File: config.mk
export PLATFORM = sky130hd
export DESIGN_NAME = mdcs_queue
export DESIGN_NICKNAME = d
export VERILOG_FILES = /design/src/rtl/mdcs_pkg.sv /design/src/rtl/mdcs_queue.sv
export SDC_FILE = /design/constraint.sdc
export NUM_CORES = 1
export LEC_CHECK = 0
export ABC_CLOCK_PERIOD_IN_PS = 8000
export BUFFER_PORTS_ARGS = -buffer_cell sky130_fd_sc_hd__buf_2
export CORE_AREA = 2 2 233 235
export CTS_CLUSTER_DIAMETER = 40
export DETAILED_ROUTE_END_ITERATION = 16
export DIE_AREA = 0 0 235 237
export PLACE_DENSITY = 0.78
export SLEW_MARGIN = 10
export SYNTH_ARGS = -nofsm -noshare
export SYNTH_HDL_FRONTEND = slang
export SYNTH_SLANG_ARGS = --single-unit
File: constraint.sdc
create_clock -name clk -period 8 [get_ports clk]
set_clock_uncertainty 0.1 [all_clocks]
set_input_delay 0.4 -clock clk [delete_from_list [all_inputs] [get_ports clk]]
set_output_delay 0.4 -clock clk [all_outputs]
set_load 0.03 [all_outputs]
File: src/rtl/mdcs_pkg.sv
// Shared types, constants and register codes of the mouse delta coalesce and scale block.
package mdcs_pkg;

  localparam int OFS_W       = 8;
  localparam int VAL_W       = 32;
  localparam int STAMP_W     = 32;
  localparam int MULT_W      = 23;
  localparam int KEPT_W      = 16;
  localparam int CFG_DATA_W  = 23;
  localparam int CFG_INDEX_W = 3;

  localparam int FRAC_BITS_DEFAULT   = 16;
  localparam int QUEUE_DEPTH_DEFAULT = 2;

  localparam logic signed [VAL_W-1:0] VAL_MAX = 32'sh7FFF_FFFF;
  localparam logic signed [VAL_W-1:0] VAL_MIN = 32'sh8000_0000;
  localparam logic [KEPT_W-1:0]       KEPT_MAX = 16'hFFFF;

  localparam logic              RST_COALESCE = 1'b1;
  localparam logic [MULT_W-1:0] RST_MULT     = 23'd65536;
  localparam logic [OFS_W-1:0]  RST_X_OFS    = 8'd0;
  localparam logic [OFS_W-1:0]  RST_Y_OFS    = 8'd4;
  localparam logic              RST_X_PRES   = 1'b1;
  localparam logic              RST_Y_PRES   = 1'b1;
  localparam logic [KEPT_W-1:0] RST_CAPACITY = 16'd64;

  typedef enum logic [CFG_INDEX_W-1:0] {
    REG_COALESCE_ENABLE = 3'd0,
    REG_MULTIPLIER_X    = 3'd1,
    REG_MULTIPLIER_Y    = 3'd2,
    REG_X_AXIS_OFFSET   = 3'd3,
    REG_Y_AXIS_OFFSET   = 3'd4,
    REG_X_AXIS_PRESENT  = 3'd5,
    REG_Y_AXIS_PRESENT  = 3'd6,
    REG_BATCH_CAPACITY  = 3'd7
  } cfg_reg_t;

  typedef struct packed {
    logic              coalesce_enable;
    logic [MULT_W-1:0] multiplier_x;
    logic [MULT_W-1:0] multiplier_y;
    logic [OFS_W-1:0]  x_axis_offset;
    logic [OFS_W-1:0]  y_axis_offset;
    logic              x_axis_present;
    logic              y_axis_present;
    logic [KEPT_W-1:0] batch_capacity;
  } cfg_t;

  typedef struct packed {
    logic [OFS_W-1:0]        event_offset;
    logic signed [VAL_W-1:0] event_value;
    logic [STAMP_W-1:0]      time_stamp;
    logic [STAMP_W-1:0]      sequence_number;
    logic                    batch_last;
  } in_item_t;

  typedef struct packed {
    logic [OFS_W-1:0]        out_offset;
    logic signed [VAL_W-1:0] out_value;
    logic [STAMP_W-1:0]      out_stamp;
    logic [STAMP_W-1:0]      out_sequence;
    logic                    out_present;
    logic                    out_batch_end;
  } out_item_t;

  // What the back end does with the event of a queued job.
  typedef enum logic [1:0] {
    KIND_NONE    = 2'd0,
    KIND_PASS    = 2'd1,
    KIND_SCALE_X = 2'd2,
    KIND_SCALE_Y = 2'd3
  } kind_t;

  typedef struct packed {
    kind_t                   kind;
    logic [OFS_W-1:0]        ofs;
    logic signed [VAL_W-1:0] val;
    logic [STAMP_W-1:0]      stamp;
    logic [STAMP_W-1:0]      seq;
    logic                    last;
    logic                    seen_x;
    logic                    seen_y;
    logic signed [VAL_W-1:0] sum_x;
    logic signed [VAL_W-1:0] sum_y;
    logic [STAMP_W-1:0]      stamp_x;
    logic [STAMP_W-1:0]      seq_x;
    logic [STAMP_W-1:0]      stamp_y;
    logic [STAMP_W-1:0]      seq_y;
  } job_t;

endpackage

File: src/rtl/mdcs_queue.sv
// Short job queue between the front end and the back end.
module mdcs_queue import mdcs_pkg::*; #(
  parameter int DEPTH = QUEUE_DEPTH_DEFAULT
) (
  input  logic clk,
  input  logic rst,
  input  logic push_valid,
  input  job_t push_job,
  output logic push_ready,
  output logic pop_valid,
  output job_t pop_job,
  input  logic pop_ready
);

  localparam int PW = $clog2(DEPTH);
  localparam int CW = $clog2(DEPTH + 1);

  job_t          slots [DEPTH];
  logic [PW-1:0] wr_ptr, rd_ptr;
  logic [CW-1:0] count;
  logic          do_push, do_pop;

  assign push_ready = (count != CW'(DEPTH));
  assign pop_valid  = (count != '0);
  assign pop_job    = slots[rd_ptr];
  assign do_push    = push_valid && push_ready;
  assign do_pop     = pop_valid && pop_ready;

  always_ff @(posedge clk) begin
    if (do_push) begin
      slots[wr_ptr] <= push_job;
    end
  end

  always_ff @(posedge clk) begin
    if (rst) begin
      wr_ptr <= '0;
      rd_ptr <= '0;
      count  <= '0;
    end else begin
      if (do_push) begin
        wr_ptr <= (wr_ptr == PW'(DEPTH - 1)) ? '0 : wr_ptr + PW'(1);
      end
      if (do_pop) begin
        rd_ptr <= (rd_ptr == PW'(DEPTH - 1)) ? '0 : rd_ptr + PW'(1);
      end
      if (do_push && !do_pop) begin
        count <= count + CW'(1);
      end else if (!do_push && do_pop) begin
        count <= count - CW'(1);
      end
    end
  end

endmodule

==> results.yml, run 1 <==
route:
  drt-wirelength-per-cell_um: 21.0
  drt_first_pass_iters: 7
  postRouteWirelength_mm: 56.4
  dr.first_iter.drc_count: 762
  remaining_design_rule_violation_count: 0
  antenna_violating_nets_post_route: 0
  num_vias: 13057
  route.detailed.vias_per_inst: 4.86
power:
  cellPowerDensity_nw_per_um2: 339
  ir_drop_v: 0.000269
  p_leak_nw: 11.9
synth:
  synth_cell_area_um2: 22100
  most_instantiated_cells_after_synthesis: "edfxtp_1, mux2_2, buf_6"
  yosysMostFrequentCell: "edfxtp_1"
  synth_top_area_cell: "edfxtp_1"
  fraction_of_post_synthesis_cell_area_in_the_top_cell_type_by_area: 0.820
  synth_fp_nets: 1266
  count_of_synthesis_stage_warnings_from_yosys: 0
  synth.ff_latch_count: 607
  netlist_top_cells_area: "edfxtp_1, mux2_2, buf_6"
  synth-seq-area-share: 0.824
  post_synth_inst_count: 960
  synth_ff_type: "edfxtp_1"
  syn_avg_cell_area_um2: 23.0
  ys_types: 18
  synth-async-reset-ratio: 0
  number_of_enable_flip_flop_cells_after_synthesis: 602
setup_path:
  crit_path_max_fanout: 166
  cp.required_ns: 7.50
  timing.critical_path.to_type: "primary output"
  start_kind: "register"
  timing_worst_setup_path_type: "reg -> out"
  critical_path_data_arrival_time_ns: 3.13
die:
  cell_row_count: 85
  floorplan.die.width_um: 235
  die-height_um: 237
  start_util: 0.414
  core_region_area_um2: 53300
  dieArea_um2: 55700
  top_level_ports: 608
timing:
  rsz_0062_raised_after_global_routing: "false"
  timing.final.hold_violations: 0
  final-setup-viol-count: 0
  hold_ws_ns: 0.168
  tns_ns: 0
  slew-limit-headroom: 0.151
  worst-slew-pin-transition_ns: 1.27
  clock.fmax_mhz: 275
  fin_crit_period_ns: 3.63
  maxSlewViolCount: 0
  final_worst_path_period_share: 0.454
cts:
  clock_buffers_created_by_tritoncts: 79
  clock_latency_ns: 0.60
  clk_pin_slew_worst_paths_ns: 0.05
  clock_sink_total: 607
  root_buffer: "clkbuf_16"
  maximum_clock_path_buffer_count: 3
  tritoncts: "done"
  htree_num_levels: 3
placement:
  postPlaceCellArea_um2: 25700
  placedCellCount: 2236
  place.detailed.hpwl_mm: 31.9
  globalplace.congestion: 0.874
  io_buffers: 607
outcome:
  run_status: "complete, no violations"
grt:
  grtUsageTotal: 0.196
  first_pass_grt_wire_length_mm: 84.0
  number_of_global_route_vias_before_repair: 14395
  grt_antenna_before_repair: 4
  grt_start_max_net_pins: 174
  overflow: 0
flow_run:
  maxCapViolations: 0
finish:
  final_layout_size_suffix_gt1_frac: 0.529
  area.growth.synth_to_final_pct: 42.9
  fin_cells: 2687
  final_net_count: 2230
  finalInstanceArea_um2: 31500
min_path:
  hold_path.class: "in -> reg"
[repair_timing]
action,CTS,global route
endpoints found under the hold margin,607,0
hold buffers,303,0
gates resized for setup,0,0
buffers inserted,0,0
[through the flow]
step                power (mW)  setup WS [ns]  utilization
finish                    10.7           4.37        0.591
global route              11.0           4.19        0.591
CTS                       10.7           4.32        0.591
detailed placement        6.92           5.00        0.482
global placement          6.87           5.03        0.482
floorplan                 6.28          0.559            -
[final timing paths]
kind	startpoint	end	slack [ns]	cells after the start
setup / recovery	register	pop_job[202]	4.37	3
hold / removal	pop_ready	rd_ptr	0.17	4
setup reg to reg	count[0]	slots[1][95]	5.11	3
hold reg to reg	rd_ptr	rd_ptr	0.42	2
[cell families (layout without fill, tap and decap cells)]
family | Yosys count | after routing | share of synthesized area
fa+ha+maj | 1 | 1 | 0.000567
other cells | 0 | 4 | 0
xor+xnor | 3 | 3 | 0.00119
mux | 301 | 301 | 0.154
flops | 607 | 607 | 0.824
buf+inv | 34 | 1061 | 0.0167
compound gates | 5 | 5 | 0.00136
simple gates | 9 | 9 | 0.00227
[power breakdown]
| group | switching [mW] | internal [mW] |
|---|---|---|
| Combinational | 1.88 | 1.01 |
| Sequential | 0.155 | 3.98 |
| Clock | 1.43 | 2.23 |
| Total | 3.46 | 7.22 |
[flip-flops by register name, summed over array words and instances, names as in the netlist, named ones only]
name and cells:
slots 602, wr_ptr 1, rd_ptr 1, count 2
[cell usage in the layout, fill, tap and decap left out, types with 4 or more instances in the layout]
cell type | synthesis | final
clkbuf_1 | 0 | 6
inv_8 | 0 | 5
diode_2 | 0 | 4
buf_2 | 1 | 607
clkinv_2 | 0 | 7
inv_6 | 0 | 16
clkinv_4 | 0 | 5
dlygate4sd3_1 | 0 | 303
edfxtp_1 | 602 | 602
clkbuf_16 | 0 | 81
clkinv_1 | 0 | 5
clkinvlp_4 | 0 | 5
dfxtp_1 | 5 | 4
mux2_2 | 301 | 301
bufinv_16 | 0 | 10
[cell type report]
type / instances / area, um^2
antenna: 4 / 10.0
clock buffer: 87 / 2050
clock inverter: 57 / 719
fill: 3703 / 21800
inverter: 1 / 11.3
multi-input combinational: 319 / 3510
sequential: 607 / 18200
tap: 696 / 871
timing repair buffer: 916 / 6150
[layer usage]
| layer | wire length [um] | track usage |
|---|---|---|
| met1 | 20600 | 0.217 |
| met2 | 29900 | 0.354 |
| met3 | 4070 | 0.0560 |
| met4 | 1850 | 0.0775 |
| met5 | 7 | 0 |
[worst max-delay path, cell delays in order (launching register included)]
cell,delay [ns]
dfxtp_4,0.93
buf_12,0.48
mux2_2,0.44
buf_2,0.19
(Power assumes the default switching activity.)
==> run 2, diff against run 1 <==
--- a/config.mk
+++ b/config.mk
@@ -5,13 +5,13 @@
 export SDC_FILE = /design/constraint.sdc
 export NUM_CORES = 1
 export LEC_CHECK = 0
-export ABC_CLOCK_PERIOD_IN_PS = 8000
+export ABC_CLOCK_PERIOD_IN_PS = 3800
 export BUFFER_PORTS_ARGS = -buffer_cell sky130_fd_sc_hd__buf_2
-export CORE_AREA = 2 2 233 235
+export CORE_AREA = 2 2 235 237
 export CTS_CLUSTER_DIAMETER = 40
 export DETAILED_ROUTE_END_ITERATION = 16
-export DIE_AREA = 0 0 235 237
-export PLACE_DENSITY = 0.78
+export DIE_AREA = 0 0 237 239
+export PLACE_DENSITY = 0.75
 export SLEW_MARGIN = 10
 export SYNTH_ARGS = -nofsm -noshare
 export SYNTH_HDL_FRONTEND = slang
==> constraint.sdc (replaced) <==
create_clock -name clk -period 3.8 [get_ports clk]
set_clock_uncertainty 0.1 [all_clocks]
set_input_delay 0.19 -clock clk [delete_from_list [all_inputs] [get_ports clk]]
set_output_delay 0.19 -clock clk [all_outputs]
set_load 0.03 [all_outputs]
==> results.yml, run 2 (synthesized netlist as in run 1, its figures left out) <==
timing:
  slew-limit-headroom: 0.471
  clock.fmax_mhz: 366
  post_route_worst_setup_slack_ns: 1.07
  final_worst_path_period_share: 0.720
  worst-slew-pin-transition_ns: 0.792
  timing.final.hold_violations: 0
  maxSlewViolCount: 0
  final-setup-viol-count: 0
  rsz_0062_raised_after_global_routing: "false"
  fin_crit_period_ns: 2.73
route:
  num_vias: 13053
  antenna_violating_nets_post_route: 0
  route.detailed.vias_per_inst: 4.80
  dr.first_iter.drc_count: 654
  drt_first_pass_iters: 4
  postRouteWirelength_mm: 56.2
  remaining_design_rule_violation_count: 0
  drt-wirelength-per-cell_um: 20.6
finish:
  finalInstanceArea_um2: 31800
  biggestRegsByFlops: "slots: 602 flops, count: 2 flops"
  mostFrequentLayoutCell: "buf_2"
  layout_common_cells: "buf_2, edfxtp_1, dlygate4sd3_1, mux2_2, clkbuf_16"
  final_net_count: 2247
  fillers: 3744
  largest_register: "slots"
  area.growth.synth_to_final_pct: 44.4
  flip_flop_count_of_the_largest_register_all_copies_and_words_added: 602
  final_layout_size_suffix_gt1_frac: 0.533
flow_run:
  maxCapViolations: 0
cts:
  clk_pin_slew_worst_paths_ns: 0.06
  maximum_clock_path_buffer_count: 3
  tritoncts: "done"
  htree_num_levels: 3
  clock_sink_total: 607
  root_buffer: "clkbuf_16"
  clock_latency_ns: 0.60
  clock_buffers_created_by_tritoncts: 86
power:
  p_leak_nw: 12.0
  ir_drop_v: 0.000515
  cellPowerDensity_nw_per_um2: 719
die:
  floorplan.die.width_um: 237
  top_level_ports: 608
  start_util: 0.406
  die-height_um: 239
  core_region_area_um2: 54300
  dieArea_um2: 56600
  cell_row_count: 86
placement:
  io_buffers: 607
  postPlaceCellArea_um2: 25900
  globalplace.congestion: 0.789
  place.detailed.hpwl_mm: 32.4
  detailedPlace.worstSlack_ns: 1.44
min_path:
  hold_path.class: "in -> reg"
grt:
  number_of_global_route_vias_before_repair: 14351
  grtUsageTotal: 0.190
  grt_start_max_net_pins: 100
  first_pass_grt_wire_length_mm: 81.6
  grt_antenna_before_repair: 7
  overflow: 0
outcome:
  run_status: "complete, no violations"
setup_path:
  crit_path_max_fanout: 99
  timing.critical_path.to_type: "primary output"
  critical_path_data_arrival_time_ns: 2.44
  start_kind: "register"
  setup.reg_to_reg.worst_slack_ns: 1.45
  cp.required_ns: 3.51
  timing_worst_setup_path_type: "reg -> out"
run 2: cell count changes in the layout (fill, tap and decap cells not counted), moves of 2 or more:
cell	before	now
buf_12	3	9
buf_4	3	6
clkinvlp_4	5	9
clkinv_2	7	9
clkinv_4	5	12
clkbuf_16	81	87
clkbuf_1	6	9
inv_6	16	10
clkinv_1	5	8
clkinv_8	3	1
inv_8	5	3
run 2: worst paths after layout:
kind	from	to	depth (start not counted)
worst max-delay path	register	pop_job[137]	3
worst min-delay path	push_job[271]	slots[1][271]	2
worst max register to register	count[1]	slots[0][245]	4
worst min register to register	rd_ptr	rd_ptr	2
run 2: layer usage:
layer  wire [um]  track usage  vias to the layer above
li1            -            -                     5866
met5          21            0                        -
met3        4540       0.0620                      146
met4        2410        0.102                        4
met2       29100        0.335                      603
met1       20100        0.202                     6434
run 2: final cells by class:
type	count	area (um^2)	share of cell area
Sequential cell	607	18200	0.571
Multi-Input combinational cell	319	3520	0.111
Clock inverter	63	718	0.0226
Timing Repair Buffer	926	6310	0.198
Clock buffer	96	2210	0.0694
Tap cell	704	881	0.0277
Antenna cell	5	12.5	0.000393
Inverter	1	7.51	0.000236
run 2: per-stage QoR:
step / cells / hold slack [ns] / TNS (ns) / utilization / power [mW]
2_1_floorplan: 960 / 0.155 / -861.33 / - / 13.2
5_1_grt: 2720 / 0.168 / 0 / 0.586 / 23.7
3_5_place_dp: 2253 / 0.281 / 0 / 0.476 / 14.7
6_report: 2721 / 0.189 / 0 / 0.586 / 22.9
3_3_place_gp: 2253 / 0.277 / 0 / 0.476 / 14.6
4_1_cts: 2716 / 0.143 / 0 / 0.586 / 22.9
run 2: report_power, final:
part / leakage (nW) / internal, mW / total, mW / switching [mW]
sequential: 5.66 / 8.37 / 8.62 / 0.252
clock: 1.41 / 4.91 / 8.03 / 3.12
combinational: 4.92 / 2.17 / 6.25 / 4.08
total: 12.0 / 15.4 / 22.9 / 7.45
run 2: repair_timing:
action	CTS	global route
setup buffers	0	0
gates resized for setup	0	0
hold buffers	304	0
endpoints found under the hold margin	607	0
run 2: worst max-delay path, stage by stage (launching register included):
cell	delay (ns)
dfxtp_4	0.62
buf_12	0.40
mux2_2	0.43
buf_2	0.18
