[config.mk]
export PLATFORM = sky130hd
export DESIGN_NAME = mdcs_front
export DESIGN_NICKNAME = d
export VERILOG_FILES = /design/src/rtl/mdcs_pkg.sv /design/src/rtl/mdcs_front.sv
export SDC_FILE = /design/constraint.sdc
export NUM_CORES = 1
export LEC_CHECK = 0
export CAP_MARGIN = 25
export CORE_MARGIN = 2
export CORE_UTILIZATION = 35
export DETAILED_ROUTE_END_ITERATION = 10
export DONT_BUFFER_PORTS = 1
export PLACE_DENSITY_LB_ADDON = 0.25
export SLEW_MARGIN = 25
export SYNTH_ARGS = -nofsm -noshare
export SYNTH_HDL_FRONTEND = slang
export SYNTH_SLANG_ARGS = --single-unit
[constraint.sdc]
create_clock -name clk -period 15.3 [get_ports clk]
set_clock_uncertainty 0.15 [all_clocks]
set_input_delay 0.765 -clock clk [delete_from_list [all_inputs] [get_ports clk]]
set_output_delay 0.765 -clock clk [all_outputs]
set_load 0.03 [all_outputs]
[src/rtl/mdcs_pkg.sv]
// Shared types, constants and register codes of the mouse delta coalesce and scale block.
package mdcs_pkg;

  localparam int OFS_W       = 8;
  localparam int VAL_W       = 32;
  localparam int STAMP_W     = 32;
  localparam int MULT_W      = 23;
  localparam int KEPT_W      = 16;
  localparam int CFG_DATA_W  = 23;
  localparam int CFG_INDEX_W = 3;

  localparam int FRAC_BITS_DEFAULT   = 16;
  localparam int QUEUE_DEPTH_DEFAULT = 2;

  localparam logic signed [VAL_W-1:0] VAL_MAX = 32'sh7FFF_FFFF;
  localparam logic signed [VAL_W-1:0] VAL_MIN = 32'sh8000_0000;
  localparam logic [KEPT_W-1:0]       KEPT_MAX = 16'hFFFF;

  localparam logic              RST_COALESCE = 1'b1;
  localparam logic [MULT_W-1:0] RST_MULT     = 23'd65536;
  localparam logic [OFS_W-1:0]  RST_X_OFS    = 8'd0;
  localparam logic [OFS_W-1:0]  RST_Y_OFS    = 8'd4;
  localparam logic              RST_X_PRES   = 1'b1;
  localparam logic              RST_Y_PRES   = 1'b1;
  localparam logic [KEPT_W-1:0] RST_CAPACITY = 16'd64;

  typedef enum logic [CFG_INDEX_W-1:0] {
    REG_COALESCE_ENABLE = 3'd0,
    REG_MULTIPLIER_X    = 3'd1,
    REG_MULTIPLIER_Y    = 3'd2,
    REG_X_AXIS_OFFSET   = 3'd3,
    REG_Y_AXIS_OFFSET   = 3'd4,
    REG_X_AXIS_PRESENT  = 3'd5,
    REG_Y_AXIS_PRESENT  = 3'd6,
    REG_BATCH_CAPACITY  = 3'd7
  } cfg_reg_t;

  typedef struct packed {
    logic              coalesce_enable;
    logic [MULT_W-1:0] multiplier_x;
    logic [MULT_W-1:0] multiplier_y;
    logic [OFS_W-1:0]  x_axis_offset;
    logic [OFS_W-1:0]  y_axis_offset;
    logic              x_axis_present;
    logic              y_axis_present;
    logic [KEPT_W-1:0] batch_capacity;
  } cfg_t;

  typedef struct packed {
    logic [OFS_W-1:0]        event_offset;
    logic signed [VAL_W-1:0] event_value;
    logic [STAMP_W-1:0]      time_stamp;
    logic [STAMP_W-1:0]      sequence_number;
    logic                    batch_last;
  } in_item_t;

  typedef struct packed {
    logic [OFS_W-1:0]        out_offset;
    logic signed [VAL_W-1:0] out_value;
    logic [STAMP_W-1:0]      out_stamp;
    logic [STAMP_W-1:0]      out_sequence;
    logic                    out_present;
    logic                    out_batch_end;
  } out_item_t;

  // What the back end does with the event of a queued job.
  typedef enum logic [1:0] {
    KIND_NONE    = 2'd0,
    KIND_PASS    = 2'd1,
    KIND_SCALE_X = 2'd2,
    KIND_SCALE_Y = 2'd3
  } kind_t;

  typedef struct packed {
    kind_t                   kind;
    logic [OFS_W-1:0]        ofs;
    logic signed [VAL_W-1:0] val;
    logic [STAMP_W-1:0]      stamp;
    logic [STAMP_W-1:0]      seq;
    logic                    last;
    logic                    seen_x;
    logic                    seen_y;
    logic signed [VAL_W-1:0] sum_x;
    logic signed [VAL_W-1:0] sum_y;
    logic [STAMP_W-1:0]      stamp_x;
    logic [STAMP_W-1:0]      seq_x;
    logic [STAMP_W-1:0]      stamp_y;
    logic [STAMP_W-1:0]      seq_y;
  } job_t;

endpackage

[src/rtl/mdcs_front.sv]
// Front end: classifies each event, gathers the batch sums and queues jobs.
module mdcs_front import mdcs_pkg::*; #(
  parameter int FRAC_BITS = FRAC_BITS_DEFAULT
) (
  input  logic     clk,
  input  logic     rst,
  input  cfg_t     cfg,
  input  logic     in_valid,
  input  in_item_t in_data,
  output logic     in_ready,
  output logic     push_valid,
  output job_t     push_job,
  input  logic     push_ready
);

  logic signed [VAL_W-1:0] sum_x, sum_y;
  logic signed [VAL_W-1:0] sum_x_next, sum_y_next;
  logic                    seen_x, seen_y;
  logic                    seen_x_next, seen_y_next;
  logic [STAMP_W-1:0]      stamp_x, seq_x, stamp_y, seq_y;
  logic [STAMP_W-1:0]      stamp_x_next, seq_x_next, stamp_y_next, seq_y_next;
  logic                    mx, my, scaling, accept;
  kind_t                   kind;

  function automatic logic signed [VAL_W-1:0] sat_add(logic signed [VAL_W-1:0] a,
                                                      logic signed [VAL_W-1:0] b);
    logic signed [VAL_W:0] s;
    s = (VAL_W+1)'(a) + (VAL_W+1)'(b);
    if (s[VAL_W] != s[VAL_W-1]) begin
      return s[VAL_W] ? VAL_MIN : VAL_MAX;
    end
    return s[VAL_W-1:0];
  endfunction

  always_comb begin
    mx = cfg.x_axis_present && (in_data.event_offset == cfg.x_axis_offset);
    my = !mx && cfg.y_axis_present && (in_data.event_offset == cfg.y_axis_offset);
    // Both gains at exactly one leave in-place events untouched.
    scaling = (32'(cfg.multiplier_x) != (32'(1) << FRAC_BITS)) ||
              (32'(cfg.multiplier_y) != (32'(1) << FRAC_BITS));

    sum_x_next   = sum_x;
    sum_y_next   = sum_y;
    seen_x_next  = seen_x;
    seen_y_next  = seen_y;
    stamp_x_next = stamp_x;
    seq_x_next   = seq_x;
    stamp_y_next = stamp_y;
    seq_y_next   = seq_y;

    if (cfg.coalesce_enable) begin
      if (mx) begin
        sum_x_next   = sat_add(sum_x, in_data.event_value);
        seen_x_next  = 1'b1;
        stamp_x_next = in_data.time_stamp;
        seq_x_next   = in_data.sequence_number;
        kind         = KIND_NONE;
      end else if (my) begin
        sum_y_next   = sat_add(sum_y, in_data.event_value);
        seen_y_next  = 1'b1;
        stamp_y_next = in_data.time_stamp;
        seq_y_next   = in_data.sequence_number;
        kind         = KIND_NONE;
      end else begin
        kind = KIND_PASS;
      end
    end else if (scaling && mx) begin
      kind = KIND_SCALE_X;
    end else if (scaling && my) begin
      kind = KIND_SCALE_Y;
    end else begin
      kind = KIND_PASS;
    end

    push_job.kind    = kind;
    push_job.ofs     = in_data.event_offset;
    push_job.val     = in_data.event_value;
    push_job.stamp   = in_data.time_stamp;
    push_job.seq     = in_data.sequence_number;
    push_job.last    = in_data.batch_last;
    push_job.seen_x  = seen_x_next;
    push_job.seen_y  = seen_y_next;
    push_job.sum_x   = sum_x_next;
    push_job.sum_y   = sum_y_next;
    push_job.stamp_x = stamp_x_next;
    push_job.seq_x   = seq_x_next;
    push_job.stamp_y = stamp_y_next;
    push_job.seq_y   = seq_y_next;
  end

  assign in_ready   = push_ready;
  assign accept     = in_valid && push_ready;
  // A coalesced axis event in mid-batch only updates the sums.
  assign push_valid = accept && ((kind != KIND_NONE) || in_data.batch_last);

  always_ff @(posedge clk) begin
    if (rst) begin
      sum_x  <= '0;
      sum_y  <= '0;
      seen_x <= 1'b0;
      seen_y <= 1'b0;
    end else if (accept) begin
      if (in_data.batch_last) begin
        sum_x  <= '0;
        sum_y  <= '0;
        seen_x <= 1'b0;
        seen_y <= 1'b0;
      end else begin
        sum_x   <= sum_x_next;
        sum_y   <= sum_y_next;
        seen_x  <= seen_x_next;
        seen_y  <= seen_y_next;
        stamp_x <= stamp_x_next;
        seq_x   <= seq_x_next;
        stamp_y <= stamp_y_next;
        seq_y   <= seq_y_next;
      end
    end
  end

endmodule

==> results of run 1 <==
cell type report:
class | instances | share of cell area [%]
multi-input cells | 1289 | 52.3
clock buffers | 18 | 3.10
inverters | 21 | 0.570
repair buffers | 15 | 0.959
clock inverters | 14 | 0.886
well taps | 518 | 4.68
flip-flops and latches | 194 | 37.3
diodes | 8 | 0.145
worst max-delay path, cell delays in order, from the launching register on:
cell and delay [ns]:
dfxtp_1 0.33, ha_1 0.24, fa_1 0.43, a211oi_1 0.29
o21ai_2 0.16, o211a_1 0.27, o211ai_2 0.24, a21oi_1 0.23
a21oi_4 0.54, nor2_4 0.14, nor2_2 0.71, a21oi_1 0.50
cell usage in the layout (no fill, tap or decap), types with 7 or more instances in the layout:
cell type and count:
nor4_1 14, o21ai_0 85, nor3_1 30, o21ai_1 30, a31oi_1 10, dfxtp_1 66
nand4_1 19, a21oi_1 159, nand2_1 517, o21a_1 13, clkbuf_16 17, edfxtp_1 128
and2_1 7, a211oi_1 9, a21o_1 21, xor2_1 28, nor2_1 83, ha_1 64
xnor2_1 43, o211ai_1 11, o22a_1 8, buf_4 14, nand3_1 15, inv_1 21
diode_2 8
layer usage:
metal / vias up / GRT usage [%]
li1: 5506 / -
met1: 5513 / 28.6
met2: 520 / 35.6
met3: 49 / 5.83
met4: 0 / 7.30
met5: - / 0
how the worst max path moves through the flow:
stage / cells past startpoint / to / slack, ns / startpoint
CTS: 11 / push_job[189] / 9.72 / sum_x[0]$_SDFFE_PP0P_
detailed placement: 11 / push_job[189] / 9.82 / in_data[65]
finish: 11 / push_job[189] / 9.81 / sum_x[0]$_SDFFE_PP0P_
global route: 11 / push_job[189] / 9.55 / sum_x[0]$_SDFFE_PP0P_
floorplan: 7 / sum_x[16]$_SDFFE_PP0P_ / 1.96 / in_data[0]
global placement: 9 / push_job[130] / 9.64 / in_data[100]
registers in the layout, indices dropped and copies added, names as in the netlist:
register,flops
seq_x,32
seq_y,32
stamp_x,32
stamp_y,32
sum_x,32
sum_y,32
seen_x,1
seen_y,1
stage by stage:
step	instances	hold WS, ns
CTS	2069	0.190
global route	2075	0.189
finish	2077	0.229
floorplan	1697	0.278
detailed placement	2037	0.302
global placement	2036	0.296
cells by family after synthesis:
kind of cell / share of synthesized area, %
adders and majority gates: 6.48
and+or+nand+nor: 22.9
muxes: 0.165
AOI/OAI and AO/OA: 18.6
DFF: 37.9
xor gates and xnor gates: 4.77
buffers and inverters: 9.15
power groups by stage:
stage | clock network, mW | registers [mW] | logic, mW
after CTS | 0.454 | 0.561 | 0.0890
after floorplan | 0 | 0.575 | 0.125
after detailed placement | 0 | 0.573 | 0.0885
after global routing | 0.469 | 0.561 | 0.0977
final | 0.443 | 0.561 | 0.0890
after global placement | 0 | 0.573 | 0.0875
==> metrics.txt, run 1 <==
# TYPE chip_impl_metric gauge
chip_impl_info{name="status",value="complete, no violations"} 1
chip_impl_metric{name="p_comb_share",unit="%"} 8.1
chip_impl_metric{name="multiInputGateArea",unit="µm²"} 7240
chip_impl_metric{name="powerDensity",unit="nW/µm²"} 79.0
chip_impl_metric{name="synth.yosys.seq_area_share",unit="%"} 37.9
chip_impl_metric{name="p_clk_share",unit="%"} 40.5
chip_impl_metric{name="report.final.setup_viol",unit=""} 0
chip_impl_metric{name="flip_flop_and_latch_area",unit="µm²"} 5160
chip_impl_metric{name="place.gp.congestion",unit=""} 0.913
chip_impl_info{name="min-delay-start",value="rst"} 1
chip_impl_metric{name="grt_remaining_overflow",unit=""} 0
chip_impl_metric{name="hold_viol",unit=""} 0
chip_impl_metric{name="clkSlewWorstSetupHoldPaths",unit="ns"} 0.08
chip_impl_metric{name="synth_top_area_share",unit="%"} 28.2
chip_impl_metric{name="floorplan.initialDensity",unit="%"} 35.3
chip_impl_metric{name="pre_cts_slack",unit="ns"} 9.82
chip_impl_metric{name="power.switching",unit="µW"} 293
chip_impl_info{name="post_synthesis_cell_type_with_the_largest_combined_area",value="edfxtp_1"} 1
chip_impl_info{name="cts_root_buffer",value="clkbuf_16"} 1
chip_impl_metric{name="cts_made_buffers",unit=""} 17
chip_impl_metric{name="worstPathMaxFanout",unit=""} 17
chip_impl_info{name="grt_setup_unrepaired",value="no"} 1
chip_impl_metric{name="cts_setup_buffers",unit=""} 0
chip_impl_metric{name="synth_cell_types",unit=""} 86
chip_impl_metric{name="switching_share",unit="%"} 26.8
chip_impl_info{name="hp-class",value="input port to flop"} 1
chip_impl_metric{name="clk_latency",unit="ns"} 0.47
chip_impl_metric{name="wire_length_of_the_first_global_routing_pass",unit="mm"} 68.2
chip_impl_metric{name="htree_levels",unit=""} 4
chip_impl_metric{name="maximum_ir_drop_on_the_vdd_rail",unit="mV"} 0.0807
chip_impl_info{name="synth_top_cells_by_count",value="nand2_1 (518), a21oi_1 (160), edfxtp_1 (128)"} 1
chip_impl_metric{name="design.core.area",unit="µm²"} 38600
chip_impl_info{name="yosysMostFrequentCell",value="nand2_1"} 1
chip_impl_metric{name="fillers",unit=""} 4119
chip_impl_info{name="critical_path.startpoint_type",value="flop"} 1
chip_impl_info{name="hold_path_end",value="sum_x[21]$_SDFFE_PP0P_"} 1
chip_impl_metric{name="totalWireLength",unit="mm"} 46.0
chip_impl_info{name="setup.worst_path.class",value="flop to output port"} 1
chip_impl_metric{name="postSynthAreaPerCell",unit="µm²"} 8.02
chip_impl_metric{name="power_frac_seq",unit="%"} 51.3
chip_impl_metric{name="post-route-min-period",unit="ns"} 5.49
chip_impl_metric{name="drive_above_1_share",unit="%"} 5.74
chip_impl_metric{name="initial_antenna_violation_count",unit=""} 7
chip_impl_metric{name="reg2reg_depth",unit=""} 11
chip_impl_metric{name="share_of_synthesized_registers_carrying_an_async_set_or_reset",unit="%"} 0
chip_impl_metric{name="layout.nets",unit=""} 1794
chip_impl_metric{name="maxClockFrequency",unit="GHz"} 0.182
chip_impl_metric{name="grt_util_overall",unit="%"} 22.0
chip_impl_metric{name="whs_path_cells",unit=""} 1
chip_impl_metric{name="routedWlPerCell",unit="µm"} 22.2
chip_impl_metric{name="crit_required",unit="ns"} 14.39
chip_impl_metric{name="route.antenna.remaining_nets",unit=""} 0
chip_impl_metric{name="viasPerCell",unit=""} 5.58
chip_impl_metric{name="rows",unit=""} 72
chip_impl_metric{name="ys.warnings.count",unit=""} 0
chip_impl_metric{name="port_buffers",unit=""} 0
chip_impl_metric{name="fp.dieArea",unit="µm²"} 40500
chip_impl_metric{name="total_power",unit="mW"} 1.09
chip_impl_metric{name="cts.path.max_buffers",unit=""} 2
chip_impl_metric{name="wirelength_met1",unit="mm"} 20.0
chip_impl_metric{name="dp_hpwl",unit="mm"} 33.9
chip_impl_info{name="cts_tree",value="yes"} 1
chip_impl_metric{name="syn-cell-area",unit="µm²"} 13600
chip_impl_metric{name="synthesis.nets",unit=""} 1953
chip_impl_info{name="top_layer_used",value="met4"} 1
chip_impl_metric{name="finalCritPeriodShare",unit="%"} 35.9
chip_impl_info{name="synth-main-ff-cell",value="edfxtp_1"} 1
chip_impl_metric{name="worstMarginPinSlew",unit="ns"} 1.05
chip_impl_metric{name="syn-instance-count",unit=""} 1697
chip_impl_metric{name="drc_errors",unit=""} 0
chip_impl_metric{name="finish.instance_area",unit="µm²"} 13800
chip_impl_metric{name="detail_route.first_pass.iterations",unit=""} 5
chip_impl_metric{name="layout.core_utilization",unit="%"} 35.9
chip_impl_metric{name="slew_headroom",unit="%"} 29.7
chip_impl_metric{name="ff2ff_setup_slack",unit="ns"} 11.22
chip_impl_metric{name="placed_cell_area",unit="µm²"} 13300
chip_impl_metric{name="power.internal",unit="µW"} 799
chip_impl_info{name="synthTopCellsByArea",value="edfxtp_1 (28%), nand2_1 (14%), dfxtp_1 (9.7%), buf_4 (6.1%), a21oi_1 (5.9%)"} 1
chip_impl_metric{name="area_growth_syn_to_layout",unit="%"} 1.61
chip_impl_metric{name="report.final.slew_viol_count",unit=""} 0
chip_impl_metric{name="io_pins",unit=""} 493
chip_impl_metric{name="number_of_flops_mapped_to_enable_cells_by_yosys",unit=""} 128
chip_impl_info{name="crit-reg2reg-capture",value="sum_x[0]$_SDFFE_PP0P_"} 1
chip_impl_metric{name="tns",unit="ns"} 0
chip_impl_metric{name="ys_seq_elements",unit=""} 194
chip_impl_metric{name="grt_pass1_vias",unit=""} 11000
chip_impl_metric{name="vias",unit=""} 11600
chip_impl_metric{name="floorplan.die.height",unit="µm"} 201
chip_impl_metric{name="layout_setup_ws",unit="ns"} 9.81
chip_impl_metric{name="die_x",unit="µm"} 201
chip_impl_metric{name="met3RoutedLength",unit="mm"} 3.63
chip_impl_metric{name="postCtsResizedCells",unit=""} 0
chip_impl_metric{name="leakage",unit="nW"} 5.53
chip_impl_metric{name="route.met2.wl",unit="mm"} 21.4
chip_impl_info{name="r2r-start",value="sum_x[0]$_SDFFE_PP0P_"} 1
chip_impl_metric{name="grt_start_max_net_pins",unit=""} 71
chip_impl_metric{name="worstPathArrival",unit="ns"} 4.57
chip_impl_metric{name="max_cap_violations",unit=""} 0
chip_impl_metric{name="number_of_hold_repair_buffers_added_at_the_cts_stage",unit=""} 0
chip_impl_metric{name="iteration_0_drc_markers",unit=""} 853
chip_impl_info{name="critPathCaptureType",value="output port"} 1
chip_impl_metric{name="cts_sinks",unit=""} 194
No activity file was read; power rests on OpenSTA's default activity.
==> inputs of run 2 (changes only) <==
==> constraint.sdc (replaced) <==
create_clock -name clk -period 4.6 [get_ports clk]
set_clock_uncertainty 0.15 [all_clocks]
set_input_delay 0.23 -clock clk [delete_from_list [all_inputs] [get_ports clk]]
set_output_delay 0.23 -clock clk [all_outputs]
set_load 0.03 [all_outputs]
==> run 2 against run 1 <==
Global-route usage rose by 0.11 points; wire length increased by 0.71%; hold slack worse by 0.18 ns; critical path type is now input port to output port; largest cell class unchanged; largest power group unchanged.
==> metrics.txt, run 2 (synthesis results as in run 1) <==
# TYPE chip_impl_metric gauge
chip_impl_metric{name="report.final.slew_viol_count",unit=""} 0
chip_impl_info{name="cell_by_cell_listing_of_the_critical_path",value="dlygate4sd3_1 -> ha_1 -> fa_1 -> a211oi_1 -> o21ai_2 -> o211a_1 -> o211ai_2 -> a21oi_1 -> a21oi_4 -> buf_4 -> maj3_1 -> o21ai_1"} 1
chip_impl_metric{name="pre_cts_slack",unit="ns"} 0.621
chip_impl_metric{name="floorplan.die.height",unit="µm"} 201
chip_impl_metric{name="grt_start_max_net_pins",unit=""} 73
chip_impl_metric{name="route.met2.wl",unit="mm"} 21.4
chip_impl_metric{name="report.final.setup_viol",unit=""} 0
chip_impl_metric{name="rows",unit=""} 72
chip_impl_info{name="r2r-start",value="sum_x[2]$_SDFFE_PP0P_"} 1
chip_impl_metric{name="maxClockFrequency",unit="GHz"} 0.227
chip_impl_metric{name="post-route-min-period",unit="ns"} 4.40
chip_impl_metric{name="met3RoutedLength",unit="mm"} 3.75
chip_impl_metric{name="iteration_0_drc_markers",unit=""} 848
chip_impl_metric{name="floorplan.initialDensity",unit="%"} 35.3
chip_impl_metric{name="htree_levels",unit=""} 4
chip_impl_metric{name="drc_errors",unit=""} 0
chip_impl_info{name="layout.cells.most_common",value="nand2_1"} 1
chip_impl_metric{name="die_x",unit="µm"} 201
chip_impl_metric{name="powerDensity",unit="nW/µm²"} 262
chip_impl_metric{name="timing.critical_path.slowest_cell_delay",unit="ns"} 0.65
chip_impl_metric{name="area_growth_syn_to_layout",unit="%"} 4.59
chip_impl_metric{name="route.antenna.remaining_nets",unit=""} 0
chip_impl_info{name="critPathTopFamily",value="compound AO/OA/AOI/OAI gates"} 1
chip_impl_info{name="top_layer_used",value="met5"} 1
chip_impl_info{name="setup.worst_path.class",value="input port to output port"} 1
chip_impl_metric{name="clk_latency",unit="ns"} 0.47
chip_impl_metric{name="io_pins",unit=""} 493
chip_impl_metric{name="wirelength_met1",unit="mm"} 19.9
chip_impl_metric{name="place.gp.congestion",unit=""} 0.915
chip_impl_metric{name="worstPathArrival",unit="ns"} 4.02
chip_impl_metric{name="cts.path.max_buffers",unit=""} 2
chip_impl_metric{name="dp_hpwl",unit="mm"} 34.0
chip_impl_info{name="hold_path_end",value="sum_y[10]$_SDFFE_PP0P_"} 1
chip_impl_metric{name="grt_remaining_overflow",unit=""} 0
chip_impl_metric{name="cts_made_buffers",unit=""} 17
chip_impl_metric{name="hold_viol",unit=""} 0
chip_impl_metric{name="multiInputGateArea",unit="µm²"} 7270
chip_impl_info{name="min-delay-start",value="rst"} 1
chip_impl_metric{name="whs_path_cells",unit=""} 4
chip_impl_metric{name="flip_flop_and_latch_area",unit="µm²"} 5160
chip_impl_metric{name="fp.dieArea",unit="µm²"} 40500
chip_impl_metric{name="port_buffers",unit=""} 0
chip_impl_metric{name="reg2reg_depth",unit=""} 11
chip_impl_metric{name="detail_route.first_pass.iterations",unit=""} 9
chip_impl_info{name="crit-reg2reg-capture",value="sum_x[21]$_SDFFE_PP0P_"} 1
chip_impl_info{name="hp-class",value="input port to flop"} 1
chip_impl_info{name="status",value="complete, no violations"} 1
chip_impl_metric{name="fillers",unit=""} 4085
chip_impl_metric{name="leakage",unit="nW"} 5.79
chip_impl_metric{name="layout_setup_ws",unit="ns"} 0.196
chip_impl_metric{name="critical_path.n_buffers_inverters",unit=""} 2
chip_impl_info{name="critical_path.startpoint_type",value="input port"} 1
chip_impl_metric{name="crit_required",unit="ns"} 4.22
chip_impl_info{name="cts_tree",value="yes"} 1
chip_impl_metric{name="worstPathMaxFanout",unit=""} 9
chip_impl_info{name="critPathCaptureType",value="output port"} 1
chip_impl_metric{name="grt_util_overall",unit="%"} 22.1
chip_impl_metric{name="worstMarginPinSlew",unit="ns"} 1.01
chip_impl_metric{name="hold_slack",unit="ns"} 0.0468
chip_impl_metric{name="maximum_ir_drop_on_the_vdd_rail",unit="mV"} 0.271
chip_impl_metric{name="initial_antenna_violation_count",unit=""} 3
chip_impl_info{name="cts_root_buffer",value="clkbuf_16"} 1
chip_impl_metric{name="layout.nets",unit=""} 1840
chip_impl_metric{name="design.core.area",unit="µm²"} 38600
chip_impl_metric{name="wire_length_of_the_first_global_routing_pass",unit="mm"} 68.0
chip_impl_metric{name="viasPerCell",unit=""} 5.58
chip_impl_metric{name="ff2ff_setup_slack",unit="ns"} 0.75
chip_impl_metric{name="totalWireLength",unit="mm"} 46.4
chip_impl_metric{name="max_cap_violations",unit=""} 0
chip_impl_metric{name="finalCritPeriodShare",unit="%"} 95.7
chip_impl_metric{name="slew_headroom",unit="%"} 32.5
chip_impl_metric{name="cts_sinks",unit=""} 194
chip_impl_info{name="crit_slowest_cell",value="o21ai_1"} 1
chip_impl_metric{name="clkSlewWorstSetupHoldPaths",unit="ns"} 0.08
chip_impl_metric{name="drive_above_1_share",unit="%"} 8.33
chip_impl_metric{name="routedWlPerCell",unit="µm"} 21.9
chip_impl_metric{name="grt_pass1_vias",unit=""} 10900
chip_impl_info{name="most-common-layout-cells",value="nand2_1 (517), a21oi_1 (160), edfxtp_1 (128), nor2_1 (83), o21ai_0 (81)"} 1
chip_impl_metric{name="vias",unit=""} 11800
## run 2: cell types whose count changed in the layout (fill, tap and decap cells not counted), moves of 2 or more
cell | before | now
buf_4 | 14 | 52
dlygate4sd3_1 | 0 | 6
diode_2 | 8 | 3
o21ai_0 | 85 | 81
buf_12 | 0 | 2
clkinv_4 | 3 | 1
inv_6 | 3 | 5
o21ai_1 | 30 | 32
o21ai_2 | 2 | 4
## run 2: final cells by class
cell class              instances  share of cell area [%]
repair buffers                 60                    3.44
flip-flops and latches        194                    36.3
clock inverters                15                    1.11
inverters                      21                   0.554
well taps                     518                    4.55
diodes                          3                  0.0527
multi-input cells            1290                    51.0
clock buffers                  17                    2.99
## run 2: how the worst max path moves through the flow
stage | startpoint | endpoint | slack, ns | cells after the start
4_1_cts | in_data[65] | push_job[186] | 0.01 | 12
3_3_place_gp | sum_x[0]$_SDFFE_PP0P_ | push_job[186] | 0.66 | 11
5_1_grt | in_data[65] | push_job[176] | -0.01 | 13
2_1_floorplan | in_data[0] | sum_x[14]$_SDFFE_PP0P_ | -0.83 | 7
6_report | in_data[65] | push_job[160] | 0.20 | 12
3_5_place_dp | sum_y[0]$_SDFFE_PP0P_ | push_job[136] | 0.62 | 13
## run 2: through the flow
stage	power [mW]	utilization, %	cells	area, µm²	TNS (ns)
floorplan	2.32	-	1697	13700	-13.81
global placement	2.20	35.1	2072	13500	0
detailed placement	2.20	35.1	2072	13500	0
CTS	3.77	36.8	2110	14200	0
global route	3.87	36.9	2116	14200	-0.0178
finish	3.73	36.9	2118	14200	0
## run 2: report_power, final
group	switching, mW	internal [mW]
Sequential	0.00399	1.86
Clock	0.785	0.772
Combinational	0.215	0.0938
Total	1.00	2.73
## run 2: tightest hold or removal path: cells and delay by family
kind,cells,cell delay (ns)
AOI/OAI and AO/OA,1,0.06
buffers and inverters,1,0.21
and+or+nand+nor,2,0.12
## run 2: metal layers
| layer | vias to the layer above | track usage [%] |
|---|---|---|
| met3 | 71 | 6.54 |
| li1 | 5598 | - |
| met2 | 533 | 34.8 |
| met4 | 4 | 8.67 |
| met1 | 5606 | 28.6 |
| met5 | - | 0 |
## run 2: what timing repair did
action	CTS	global route
gates resized for setup	0	5
endpoints found under the hold margin	31	0
hold buffers	6	0
endpoints found under the setup margin	0	37
buffers inserted	0	4
